[src/rtl/smd_pkg.sv]
// ----------------------------------------------------------------------------
// smd_pkg: shared types and constants of the separable max dilation unit
// Register map codes, reset values, control struct and the pixel max helper.
// ----------------------------------------------------------------------------
package smd_pkg;

  // register indexes on the configuration port (byte address = 4 * index)
  localparam int unsigned CfgAddrW = 4;
  localparam logic [1:0] RegRadius = 2'd0;
  localparam logic [1:0] RegWidth  = 2'd1;
  localparam logic [1:0] RegHeight = 2'd2;

  // register reset values
  localparam logic [3:0] RadiusReset = 4'd1;
  localparam logic [8:0] WidthReset  = 9'd256;
  localparam logic [8:0] HeightReset = 9'd256;

  // cycles that the derived frame figures need after a register write
  localparam logic [1:0] SettleCycles = 2'd3;

  // control from the register block to the stream side
  typedef struct packed {
    logic busy;     // derived figures not yet settled
    logic restart;  // valid register write: restart the frame
  } cfg_ctl_t;

  function automatic logic [7:0] max_pix(input logic [7:0] a, input logic [7:0] b);
    return (a > b) ? a : b;
  endfunction

endpackage

[src/rtl/smd_cfg.sv]
// ----------------------------------------------------------------------------
// smd_cfg: configuration registers
// APB register file, clamped effective values and the derived frame figures.
// ----------------------------------------------------------------------------
module smd_cfg #(
  parameter int MAX_RADIUS = 8,
  parameter int MAX_WIDTH  = 256,
  parameter int MAX_HEIGHT = 256,
  localparam int RADW = $clog2(MAX_RADIUS + 1),
  localparam int WW   = $clog2(MAX_WIDTH + 1),
  localparam int HW   = $clog2(MAX_HEIGHT + 1),
  localparam int SW   = $clog2(MAX_WIDTH * MAX_HEIGHT + MAX_RADIUS * MAX_WIDTH + MAX_RADIUS + 1)
) (
  input  logic                        clk_i,
  input  logic                        rst_ni,
  input  logic                        psel_i,
  input  logic                        penable_i,
  input  logic                        pwrite_i,
  input  logic [smd_pkg::CfgAddrW-1:0] paddr_i,
  input  logic [31:0]                 pwdata_i,
  output logic [31:0]                 prdata_o,
  output smd_pkg::cfg_ctl_t           ctl_o,
  output logic [RADW-1:0]             r_eff_o,
  output logic [WW-1:0]               w_eff_o,
  output logic [HW-1:0]               h_eff_o,
  output logic [SW-1:0]               dly_o,
  output logic [SW-1:0]               end_o
);

  logic [3:0]      radius_q;
  logic [8:0]      width_q;
  logic [8:0]      height_q;
  logic [1:0]      settle_q;
  logic [1:0]      idx;
  logic            wr_en;
  logic            wr_hit;
  logic [RADW-1:0] r_eff_q;
  logic [WW-1:0]   w_eff_q;
  logic [HW-1:0]   h_eff_q;
  logic [SW-1:0]   dly_q;
  logic [SW-1:0]   npix_q;
  logic [SW-1:0]   end_q;

  assign idx    = paddr_i[3:2];
  assign wr_en  = psel_i && penable_i && pwrite_i;
  assign wr_hit = wr_en && (idx == smd_pkg::RegRadius || idx == smd_pkg::RegWidth ||
                            idx == smd_pkg::RegHeight);

  // register file
  always_ff @(posedge clk_i or negedge rst_ni) begin
    if (!rst_ni) begin
      radius_q <= smd_pkg::RadiusReset;
      width_q  <= smd_pkg::WidthReset;
      height_q <= smd_pkg::HeightReset;
    end else if (wr_en) begin
      unique case (idx)
        smd_pkg::RegRadius: radius_q <= pwdata_i[3:0];
        smd_pkg::RegWidth:  width_q  <= pwdata_i[8:0];
        smd_pkg::RegHeight: height_q <= pwdata_i[8:0];
        default: ;
      endcase
    end
  end

  // read back
  always_comb begin
    unique case (idx)
      smd_pkg::RegRadius: prdata_o = {28'd0, radius_q};
      smd_pkg::RegWidth:  prdata_o = {23'd0, width_q};
      smd_pkg::RegHeight: prdata_o = {23'd0, height_q};
      default:            prdata_o = 32'd0;
    endcase
  end

  // hold the stream side off while the derived figures settle
  always_ff @(posedge clk_i or negedge rst_ni) begin
    if (!rst_ni) begin
      settle_q <= smd_pkg::SettleCycles;
    end else if (wr_hit) begin
      settle_q <= smd_pkg::SettleCycles;
    end else if (settle_q != 2'd0) begin
      settle_q <= settle_q - 2'd1;
    end
  end

  // clamp to the supported range
  always_ff @(posedge clk_i) begin
    r_eff_q <= (32'(radius_q) > MAX_RADIUS) ? RADW'(MAX_RADIUS) : RADW'(radius_q);
    if (width_q == 9'd0) begin
      w_eff_q <= WW'(1);
    end else begin
      w_eff_q <= (32'(width_q) > MAX_WIDTH) ? WW'(MAX_WIDTH) : WW'(width_q);
    end
    if (height_q == 9'd0) begin
      h_eff_q <= HW'(1);
    end else begin
      h_eff_q <= (32'(height_q) > MAX_HEIGHT) ? HW'(MAX_HEIGHT) : HW'(height_q);
    end
  end

  // output lag in items, frame size and the step of the final output
  always_ff @(posedge clk_i) begin
    dly_q  <= SW'(r_eff_q) * SW'(w_eff_q) + SW'(r_eff_q);
    npix_q <= SW'(w_eff_q) * SW'(h_eff_q);
    end_q  <= dly_q + npix_q - SW'(1);
  end

  assign ctl_o.busy    = (settle_q != 2'd0);
  assign ctl_o.restart = wr_hit;
  assign r_eff_o       = r_eff_q;
  assign w_eff_o       = w_eff_q;
  assign h_eff_o       = h_eff_q;
  assign dly_o         = dly_q;
  assign end_o         = end_q;

endmodule

[config.mk]
export PLATFORM = sky130hd
export DESIGN_NAME = smd_cfg
export DESIGN_NICKNAME = d
export VERILOG_FILES = /design/src/rtl/smd_pkg.sv /design/src/rtl/smd_cfg.sv
export SDC_FILE = /design/constraint.sdc
export NUM_CORES = 1
export LEC_CHECK = 0
export CAP_MARGIN = 20
export CORE_ASPECT_RATIO = 1.75
export CORE_MARGIN = 5
export CORE_UTILIZATION = 40
export DETAILED_ROUTE_END_ITERATION = 10
export DONT_BUFFER_PORTS = 1
export PLACE_DENSITY = 0.52
export SYNTH_ARGS = -nofsm -noshare
export SYNTH_HDL_FRONTEND = slang
export SYNTH_SLANG_ARGS = --single-unit
[constraint.sdc]
create_clock -name clk_i -period 3.9 [get_ports clk_i]
set_input_delay 0.78 -clock clk_i [delete_from_list [all_inputs] [get_ports clk_i]]
set_output_delay 0.78 -clock clk_i [all_outputs]
set_load 0.02 [all_outputs]
==> flow_summary.json <==
{
  "status": "complete, but fails checks",
  "violations": "negative setup slack",
  "cts.sinks": 94,
  "routabilityCongestion": 0.8187,
  "ys_async_sr_fraction_pct": 25.53,
  "dpl.cell_count": 1127,
  "final_util_pct": 48.00,
  "critPathLaunchType": "flop",
  "syn2layout_area_growth_pct": 18.03,
  "clock_skew_ns": 0.008725,
  "syn_inst": 837,
  "clock-root-buffer": "clkbuf_16",
  "syn_area_um2": 7772,
  "ir_drop_mv": 0.4505,
  "holdBufCountCts": 0,
  "htree_levels": 3,
  "final_antenna_net_count": 0,
  "arrival_ns": 4.25,
  "wirelength_um": 16220,
  "clk_latency_ns": 0.35,
  "synth-seq-cells": 94,
  "rsz0062_at_grt": "yes",
  "dp_hpwl_um": 13660,
  "power_density_nw_per_um2": 745.1,
  "first_pass_iters": 4,
  "drtIter0Drc": 133,
  "critPathKind": "flop to flop",
  "grt_start_max_net_pins": 25,
  "finalWorstSetupSlack_ns": -0.06939,
  "maxSlewHeadroom_pct": 54.89,
  "synth_area_leader_cell": "dfxtp_1",
  "cts_buffer_depth": 2,
  "synth.avg_cell_area_um2": 9.286,
  "p_leak_uw": 0.004718,
  "reg2reg_from": "h_eff_o[3]",
  "avgRoutedWirePerCell_um": 13.96,
  "design_area_um2": 9174,
  "synth_edf_count": 0,
  "antenna_found_initial": 0,
  "die_area_um2": 22430,
  "coreArea_um2": 19110,
  "clk_pin_slew_ns": 0.06,
  "grt_pass1_wl_um": 27640,
  "start_util_pct": 40.67,
  "synth.area.top_cells": "dfxtp_1 18%, fa_1 17%, ha_1 16%",
  "dieHeight_um": 194.4,
  "synth_top_area_share_pct": 18.03,
  "antenna_cells": 0,
  "vias": 5500,
  "fin_crit_sh_pct": 101.8,
  "end_kind": "flop",
  "rows": 67,
  "min_period_ns": 3.969,
  "r2r_cells": 16,
  "holdCritPathClass": "input port to asynchronous set/reset pin",
  "setup_viol": 3,
  "reg2reg_to": "npix_q[14]",
  "synth_top_flop_cell": "dfxtp_1",
  "required_ns": 4.18,
  "drc_errors": 0,
  "vias_per_cell": 4.733,
  "fmax_mhz": 251.9,
  "yosysWarnings": 0,
  "tightestPinTransition_ns": 0.6695,
  "dpl_cell_area_um2": 8571,
  "grt.total_usage_pct": 15.23,
  "yosysUniqueCellTypes": 47,
  "fill_cells": 1857,
  "io_pins": 131,
  "cp_max_fo": 8,
  "ys_seq_area_share_pct": 25.84,
  "hold_viol_final": 0,
  "finish.net_count": 1123,
  "maxCapViolations": 0,
  "drive_gt1_share_pct": 21.39,
  "slew_viol_final": 0,
  "reg2reg_setup_slack_ns": -0.07,
  "die-width_um": 115.4,
  "instances_no_fill": 1162,
  "grt_overflow": 0,
  "grt_pass1_vias": 5878,
  "place.port_buffers": 0,
  "cts_tree": "yes",
  "numCtsBuffers": 9
}
cell usage in the layout, fill, tap and decap left out, drive strengths merged, types with 4 or more instances in the layout:
cell type,count
o21a,4
dfxtp,70
a22o,5
clkbuf,13
a41o,4
and2,78
mux2,20
buf,91
a21oi,25
o31a,4
dfrtp,19
or3,4
xor2,8
nor2,16
nor2b,13
conb,26
mux2i,5
nand2,76
o21ai,18
dfstp,5
nor4,4
ha,98
nand3,8
xnor2,29
inv,170
o211ai,5
fa,67
a21o,7
registers in the layout, summed over array words and instances, names as in the netlist:
name and cells:
npix_q 17, settle_q 2, height_q 9, r_eff_o 4
radius_q 4, w_eff_o 9, end_o 17, width_q 9
h_eff_o 9, dly_o 14
how the worst max path moves through the flow:
stage	startpoint	to	slack, ns	cells past startpoint
global placement	h_eff_o[3]	npix_q[14]	-0.11	16
detailed placement	h_eff_o[4]	npix_q[14]	-0.14	16
floorplan	w_eff_o[7]	npix_q[15]	-0.03	17
finish	h_eff_o[3]	npix_q[14]	-0.07	16
CTS	w_eff_o[3]	npix_q[15]	-0.07	16
global route	h_eff_o[2]	npix_q[14]	-0.28	16
metrics by stage:
stage / hold WS, ns / TNS [ns] / setup WS, ns / total power, µW
2_1_floorplan: 0.4704 / -0.03457 / -0.03457 / 4786
3_3_place_gp: 0.4799 / -0.3527 / -0.1059 / 5714
3_5_place_dp: 0.4852 / -0.4287 / -0.1377 / 5804
4_1_cts: 0.1042 / -0.1717 / -0.06528 / 6861
5_1_grt: 0.1001 / -1.004 / -0.2788 / 7580
6_report: 0.1216 / -0.1504 / -0.06939 / 6835
routing by layer:
layer	wire, µm	share of wire, %	global-route usage [%]
met5	0	0	0
met4	478	2.9	6.745
met3	667	4.1	2.987
met2	9298	57	29.45
met1	5776	36	15.10
final cells by class:
cell class	instances	area, µm²	share of cell area (%)
clock inverters	3	42.54	0.4637
multi-input cells	550	5145	56.08
inverters	170	638.1	6.956
repair buffers	92	710.7	7.747
well taps	241	301.5	3.287
clock buffers	12	267.8	2.919
flip-flops and latches	94	2068	22.54
logic make-up after synthesis:
| group | after synthesis | synth area share [%] |
|---|---|---|
| AOI/OAI and AO/OA | 86 | 7.501 |
| xor gates and xnor gates | 37 | 4.169 |
| adders and majority gates | 165 | 33.03 |
| buffers and inverters | 218 | 11.83 |
| DFF | 94 | 25.84 |
| muxes | 25 | 3.542 |
| other | 1 | 0.04825 |
| and+or+nand+nor | 211 | 14.04 |
worst max-delay path, stage by stage, from the launching register on:
cell and delay [ns]:
dfxtp_2 0.38, buf_4 0.16, and2_1 0.16, fa_2 0.35, fa_1 0.48, ha_1 0.29
inv_1 0.05, fa_1 0.54, inv_1 0.07, ha_4 0.25, nor2b_2 0.16, o31a_1 0.25
o211ai_1 0.18, nand2_1 0.12, a41oi_2 0.19, nor2b_2 0.18, xnor2_1 0.11
Yosys cell counts (all sizes together), types with 4 or more instances:
cell    instances
buf            27
or3             4
nand2          76
nor4            4
o21a            4
dfstp           5
nor2b          13
o211ai          5
a21oi          25
a41o            4
o31a            4
o21ai          18
nand3           8
inv           170
xor2            8
ha             98
fa             67
xnor2          29
nor2           16
a21o            7
and2           78
a22o            5
clkbuf         21
mux2           20
dfxtp          70
dfrtp          19
mux2i           5
repair_timing:
action	in CTS	in global routing
setup buffers	9	11
pin swaps	7	9
gates resized for setup	16	25
setup endpoints to repair	6	7
report_power, final:
part	internal [µW]	total, µW	leakage, µW	switching (µW)
Clock	549	911	0.000150	362
Combinational	1950	4080	0.00369	2130
Sequential	1390	1840	0.000879	447
Total	3900	6840	0.00472	2940
No activity file was read; power rests on OpenSTA's default activity.
