==> src/rtl/smd_pkg.sv <==
// ----------------------------------------------------------------------------
// smd_pkg: shared types and constants of the separable max dilation unit
// Register map codes, reset values, control struct and the pixel max helper.
// ----------------------------------------------------------------------------
package smd_pkg;

  // register indexes on the configuration port (byte address = 4 * index)
  localparam int unsigned CfgAddrW = 4;
  localparam logic [1:0] RegRadius = 2'd0;
  localparam logic [1:0] RegWidth  = 2'd1;
  localparam logic [1:0] RegHeight = 2'd2;

  // register reset values
  localparam logic [3:0] RadiusReset = 4'd1;
  localparam logic [8:0] WidthReset  = 9'd256;
  localparam logic [8:0] HeightReset = 9'd256;

  // cycles that the derived frame figures need after a register write
  localparam logic [1:0] SettleCycles = 2'd3;

  // control from the register block to the stream side
  typedef struct packed {
    logic busy;     // derived figures not yet settled
    logic restart;  // valid register write: restart the frame
  } cfg_ctl_t;

  function automatic logic [7:0] max_pix(input logic [7:0] a, input logic [7:0] b);
    return (a > b) ? a : b;
  endfunction

endpackage

==> src/rtl/smd_hmax.sv <==
// ----------------------------------------------------------------------------
// smd_hmax: horizontal running maximum
// Tap line of recent words; masks taps outside the centre's row and reduces
// them through a two-stage max tree.
// ----------------------------------------------------------------------------
module smd_hmax #(
  parameter int MAX_RADIUS = 8,
  parameter int MAX_WIDTH  = 256,
  parameter int MAX_HEIGHT = 256,
  localparam int RADW = $clog2(MAX_RADIUS + 1),
  localparam int CW   = $clog2(MAX_WIDTH),
  localparam int RW   = $clog2(MAX_HEIGHT + 2 * MAX_RADIUS + 1)
) (
  input  logic            clk_i,
  input  logic            rst_ni,
  input  logic            adv_i,
  input  logic            restart_i,
  input  logic [RADW-1:0] r_eff_i,
  input  logic            tok_valid_i,
  input  logic [7:0]      tok_pix_i,
  input  logic [RW-1:0]   tok_row_i,
  input  logic [CW-1:0]   tok_col_i,
  input  logic            tok_emit_i,
  input  logic            tok_last_i,
  output logic            h_valid_o,
  output logic [7:0]      h_pix_o,
  output logic [RW-1:0]   h_row_o,
  output logic [CW-1:0]   h_col_o,
  output logic            h_cok_o,
  output logic            h_emit_o,
  output logic            h_last_o
);

  localparam int NT  = 2 * MAX_RADIUS + 1;
  localparam int TIW = $clog2(NT);
  localparam int NG  = (NT + 3) / 4;

  logic [7:0]    tap_pix_q [NT];
  logic [RW-1:0] tap_row_q [NT];
  logic [CW-1:0] tap_col_q [NT];
  logic [NT-1:0] tap_ok_q;
  logic [7:0]    tap_pix_d [NT];
  logic [RW-1:0] tap_row_d [NT];
  logic [CW-1:0] tap_col_d [NT];
  logic [NT-1:0] tap_ok_d;
  logic [TIW-1:0] ctr_idx;
  logic [7:0]    msk [NT];

  logic          a_valid_q, a_cok_q, a_emit_q, a_last_q;
  logic [7:0]    a_m_q [NT];
  logic [RW-1:0] a_row_q;
  logic [CW-1:0] a_col_q;
  logic          b_valid_q, b_cok_q, b_emit_q, b_last_q;
  logic [7:0]    b_g_q [NG];
  logic [7:0]    grp [NG];
  logic [RW-1:0] b_row_q;
  logic [CW-1:0] b_col_q;
  logic          c_valid_q, c_cok_q, c_emit_q, c_last_q;
  logic [7:0]    c_pix_q;
  logic [7:0]    fin;
  logic [RW-1:0] c_row_q;
  logic [CW-1:0] c_col_q;

  // shift the incoming word into the tap line
  always_comb begin
    for (int k = 0; k < NT; k++) begin
      tap_pix_d[k] = tap_pix_q[k];
      tap_row_d[k] = tap_row_q[k];
      tap_col_d[k] = tap_col_q[k];
    end
    tap_ok_d = tap_ok_q;
    if (tok_valid_i) begin
      tap_pix_d[0] = tok_pix_i;
      tap_row_d[0] = tok_row_i;
      tap_col_d[0] = tok_col_i;
      tap_ok_d[0]  = 1'b1;
      for (int k = 1; k < NT; k++) begin
        tap_pix_d[k] = tap_pix_q[k-1];
        tap_row_d[k] = tap_row_q[k-1];
        tap_col_d[k] = tap_col_q[k-1];
        tap_ok_d[k]  = tap_ok_q[k-1];
      end
    end
  end

  // keep only taps inside the window and on the centre's row
  assign ctr_idx = TIW'(r_eff_i);
  always_comb begin
    for (int k = 0; k < NT; k++) begin
      msk[k] = (tap_ok_d[k] && tap_row_d[k] == tap_row_d[ctr_idx] &&
                k <= 2 * int'(r_eff_i)) ? tap_pix_d[k] : 8'd0;
    end
  end

  always_ff @(posedge clk_i) begin
    if (adv_i && tok_valid_i) begin
      for (int k = 0; k < NT; k++) begin
        tap_pix_q[k] <= tap_pix_d[k];
        tap_row_q[k] <= tap_row_d[k];
        tap_col_q[k] <= tap_col_d[k];
      end
    end
  end

  // drop the tap line at frame end or register write
  always_ff @(posedge clk_i or negedge rst_ni) begin
    if (!rst_ni) begin
      tap_ok_q <= '0;
    end else if (restart_i) begin
      tap_ok_q <= '0;
    end else if (adv_i && tok_valid_i) begin
      tap_ok_q <= tok_last_i ? '0 : tap_ok_d;
    end
  end

  // stage A: masked taps
  always_ff @(posedge clk_i or negedge rst_ni) begin
    if (!rst_ni) begin
      a_valid_q <= 1'b0;
      b_valid_q <= 1'b0;
      c_valid_q <= 1'b0;
    end else if (adv_i) begin
      a_valid_q <= tok_valid_i;
      b_valid_q <= a_valid_q;
      c_valid_q <= b_valid_q;
    end
  end

  always_ff @(posedge clk_i) begin
    if (adv_i) begin
      for (int k = 0; k < NT; k++) a_m_q[k] <= msk[k];
      a_row_q  <= tap_row_d[ctr_idx];
      a_col_q  <= tap_col_d[ctr_idx];
      a_cok_q  <= tap_ok_d[ctr_idx];
      a_emit_q <= tok_emit_i;
      a_last_q <= tok_last_i;
    end
  end

  // stage B: max over groups of four taps
  always_comb begin
    for (int g = 0; g < NG; g++) begin
      grp[g] = 8'd0;
      for (int k = 4 * g; k < 4 * g + 4; k++) begin
        if (k < NT) grp[g] = smd_pkg::max_pix(grp[g], a_m_q[k]);
      end
    end
  end

  always_ff @(posedge clk_i) begin
    if (adv_i) begin
      for (int g = 0; g < NG; g++) b_g_q[g] <= grp[g];
      b_row_q  <= a_row_q;
      b_col_q  <= a_col_q;
      b_cok_q  <= a_cok_q;
      b_emit_q <= a_emit_q;
      b_last_q <= a_last_q;
    end
  end

  // stage C: max over the groups
  always_comb begin
    fin = 8'd0;
    for (int g = 0; g < NG; g++) fin = smd_pkg::max_pix(fin, b_g_q[g]);
  end

  always_ff @(posedge clk_i) begin
    if (adv_i) begin
      c_pix_q  <= fin;
      c_row_q  <= b_row_q;
      c_col_q  <= b_col_q;
      c_cok_q  <= b_cok_q;
      c_emit_q <= b_emit_q;
      c_last_q <= b_last_q;
    end
  end

  assign h_valid_o = c_valid_q;
  assign h_pix_o   = c_pix_q;
  assign h_row_o   = c_row_q;
  assign h_col_o   = c_col_q;
  assign h_cok_o   = c_cok_q;
  assign h_emit_o  = c_emit_q;
  assign h_last_o  = c_last_q;

endmodule

==> config.mk <==
export PLATFORM = sky130hd
export DESIGN_NAME = smd_hmax
export DESIGN_NICKNAME = d
export VERILOG_FILES = /design/src/rtl/smd_pkg.sv /design/src/rtl/smd_hmax.sv
export SDC_FILE = /design/constraint.sdc
export NUM_CORES = 1
export LEC_CHECK = 0
export BUFFER_PORTS_ARGS = -buffer_cell sky130_fd_sc_hd__buf_2
export CAP_MARGIN = 5
export CORE_ASPECT_RATIO = 1.75
export CORE_MARGIN = 1.5
export CORE_UTILIZATION = 65
export DETAILED_ROUTE_END_ITERATION = 8
export HOLD_SLACK_MARGIN = 0.03
export PLACE_DENSITY_LB_ADDON = 0.05
export SLEW_MARGIN = 0
export SYNTH_ARGS = -nofsm -noshare
export SYNTH_HDL_FRONTEND = slang
export SYNTH_SLANG_ARGS = --single-unit
==> constraint.sdc <==
create_clock -name clk_i -period 10.6 [get_ports clk_i]
set_clock_uncertainty 0.1 [all_clocks]
set_input_delay 1.59 -clock clk_i [delete_from_list [all_inputs] [get_ports clk_i]]
set_output_delay 1.59 -clock clk_i [all_outputs]
set_load 0.01 [all_outputs]
==> metrics.csv <==
metric,value,unit
status,finished clean,
synth unique cells,94,
critical path launch point type,register,
drt via density,6.580,
CP startpoint,b_g_q[0][9],
Synth area leaders,"edfxtp_1 (52%), mux2_2 (14%), ha_1 (4.2%), mux2i_1 (3.4%), mux4_2 (3.2%)",
overall fraction of global-route tracks in use,0.3271,
Main synth FF type,edfxtp_1,
crit path DAT,8.30,ns
WP depth,32,
CTS max path bufs,3,
Slew headroom,0.1316,
maxcap violations,0,
HPWL Detailed,67730,um
CP Class,register to register,
Synth Area per Inst,13.47,um2
Setup Buffers After CTS,0,
"CP delay by family, top",compound AO/OA/AOI/OAI gates,
final WL,95920,um
Setup WS post-layout,2.581,ns
Syn. warnings,0,
number of global-route vias before repair,25014,
slowest CP cell,o22ai_1,
Routability Congestion,0.9776,
Die H,322.1,um
Tcrit/Tclk final,0.7565,
synthesis-stage register bit count,681,
Detail Route Antenna Nets,0,
iteration-0 DRC count of the detailed router,1858,
"Reg clk slew, reported paths",0.07,ns
via count,23978,
CTS Buf Count,59,
DRT Pass-1 Iters,6,
"Cell Area, Synth",37810,um2
Synth Net Count,2971,
"Cell Area, Placed",38680,um2
Slowest Stage Delay on Critical Path,0.82,ns
grt ovf,0,
largest net degree at the start of global routing,215,
Clock Sinks,681,
Fmax,0.1247,GHz
CP required,10.88,ns
max-slew violations,0,
FF-to-FF End,h_pix_o[0],
most frequent cells in the layout,"edfxtp_1 (661), mux2_2 (478), inv_1 (183)",
post-synthesis cell count,2807,
internal reg-to-reg setup slack,2.58,ns
row count,116,
CP most frequent cell,o21a_1,
DIE AREA,59680,um2
TNS Setup,0,ns
RSZ-0062 raised after global routing,no,
sequential area share after synthesis,0.5382,
area grow syn2layout,7.982,%
antenna cells,0,
"EDFF count, synth",661,
CP Capture Type,register,
largest area contributor in the netlist,edfxtp_1,
Final Instance Area,40830,um2
VDD IR max,0.1543,mV
Final min period,8.019,ns
# resized after CTS,0,
share of layout cells above drive strength 1,0.2642,
P per Cell Area,169.5,nW/um2
clock root buffer,clkbuf_16,
hold-fix buffers at CTS,0,
"Max FO, Critical Path",16,
top cell type's share of synthesized area,0.5250,
CTS tree,built,
P_leak,15.12,nW
Initial Util,0.6595,
clk_lat worst skew,0.64,ns
top-level port count,65,
worst hold slack,0.3131,ns
routed length per instance,26.32,um
pre-CTS WS,2.572,ns
count of nets after finishing,2990,
H-tree levels,2,
reg2reg path depth,32,
asr flop ratio synth,0.02937,
Worst Setup EP,h_pix_o[0],
# DRC,0,
DIE WIDTH,185.3,um
"leading cell type in the layout, fill and taps excluded",edfxtp_1,
actual slew at the worst max-slew pin,1.303,ns
HP Class,register to register,
worst r2r src,b_g_q[0][9],
Final setup viols,0,
Buffers on Ports,64,
crit path buf inv count,1,
hold depth,0,
Core Box Area,57330,um2
Final Hold Viols,0,
first-pass GRT wire length,145400,um
initial antenna violation count,1,
final core utilization,0.7122,
[synth_stat cells, drive strengths merged (27+ instances only)]
master and n:
mux2 492, o22ai 28, nand2 86, mux2i 129, a21o 32, nor2b 72, ha 128, nor3b 63
xnor2 61, a21oi 101, buf 88, nor2 102, edfxtp 661, nand3 34, inv 186, clkbuf 51
nand4 38, mux4 54, and3 27, o21ai 65
[cells by family after synthesis]
family / synth area share
multiplexers: 0.2128
adder cells (fa/ha/maj): 0.04236
AND/OR/NAND/NOR: 0.08382
buffers and inverters: 0.03779
XOR/XNOR: 0.01760
flip-flops: 0.5382
AO/OA/AOI/OAI: 0.06738
[worst reg2reg max path, delay by kind of cell, from the launching register on]
family / cells / cell delay, ns
AOI/OAI and AO/OA: 20 / 4.95
adders and majority gates: 4 / 1.05
and+or+nand+nor: 6 / 0.77
DFF: 1 / 0.42
muxes: 1 / 0.41
buffers and inverters: 1 / 0.09
[how the worst min path moves through the flow]
stage	endpoint	slack, ns	start
floorplan	b_cok_q	0.30	a_cok_q
global placement	h_col_o[1]	0.30	b_col_q[1]
detailed placement	h_row_o[7]	0.30	b_row_q[7]
CTS	b_row_q[7]	0.31	a_row_q[7]
global route	b_row_q[7]	0.31	a_row_q[7]
finish	b_row_q[7]	0.31	a_row_q[7]
[sequential cells by signal (all words and copies together), names as in the netlist, 8 cells and up]
signal and flops:
a_col_q 8, tap_pix_q 136, a_m_q 136, h_pix_o 8, h_col_o 8, b_row_q 9
b_g_q 40, a_row_q 9, tap_row_q 153, tap_col_q 128, tap_ok_q 17, b_col_q 8
h_row_o 9
[cell type report]
cell class,instances,area (um2)
fillers,3818,16500
repair buffers,97,634.4
clock inverters,41,588.1
inverters,186,701.9
flip-flops and latches,681,20350
clock buffers,71,1563
multi-input cells,1801,16030
well taps,767,959.7
[power by group]
part / switching [mW] / leakage (nW) / internal, mW
sequential: 0.0858 / 6.67 / 3.15
combinational: 0.749 / 7.42 / 0.529
clock: 1.01 / 1.03 / 1.40
[routing by layer]
| layer | track usage | share of wire | vias to the layer above |
|---|---|---|---|
| met5 | 0 | 0 | - |
| met2 | 0.5771 | 0.52 | 808 |
| met1 | 0.3653 | 0.36 | 12061 |
| met3 | 0.03946 | 0.045 | 321 |
| met4 | 0.2251 | 0.077 | 0 |
| li1 | - | - | 10788 |
[through the flow]
step           total power [mW]  cells
2_1_floorplan             4.177   2807
3_3_place_gp              4.509   3532
3_5_place_dp              4.552   3532
4_1_cts                   6.950   3644
5_1_grt                   7.163   3644
6_report                  6.920   3644
(Power assumes the default switching activity.)
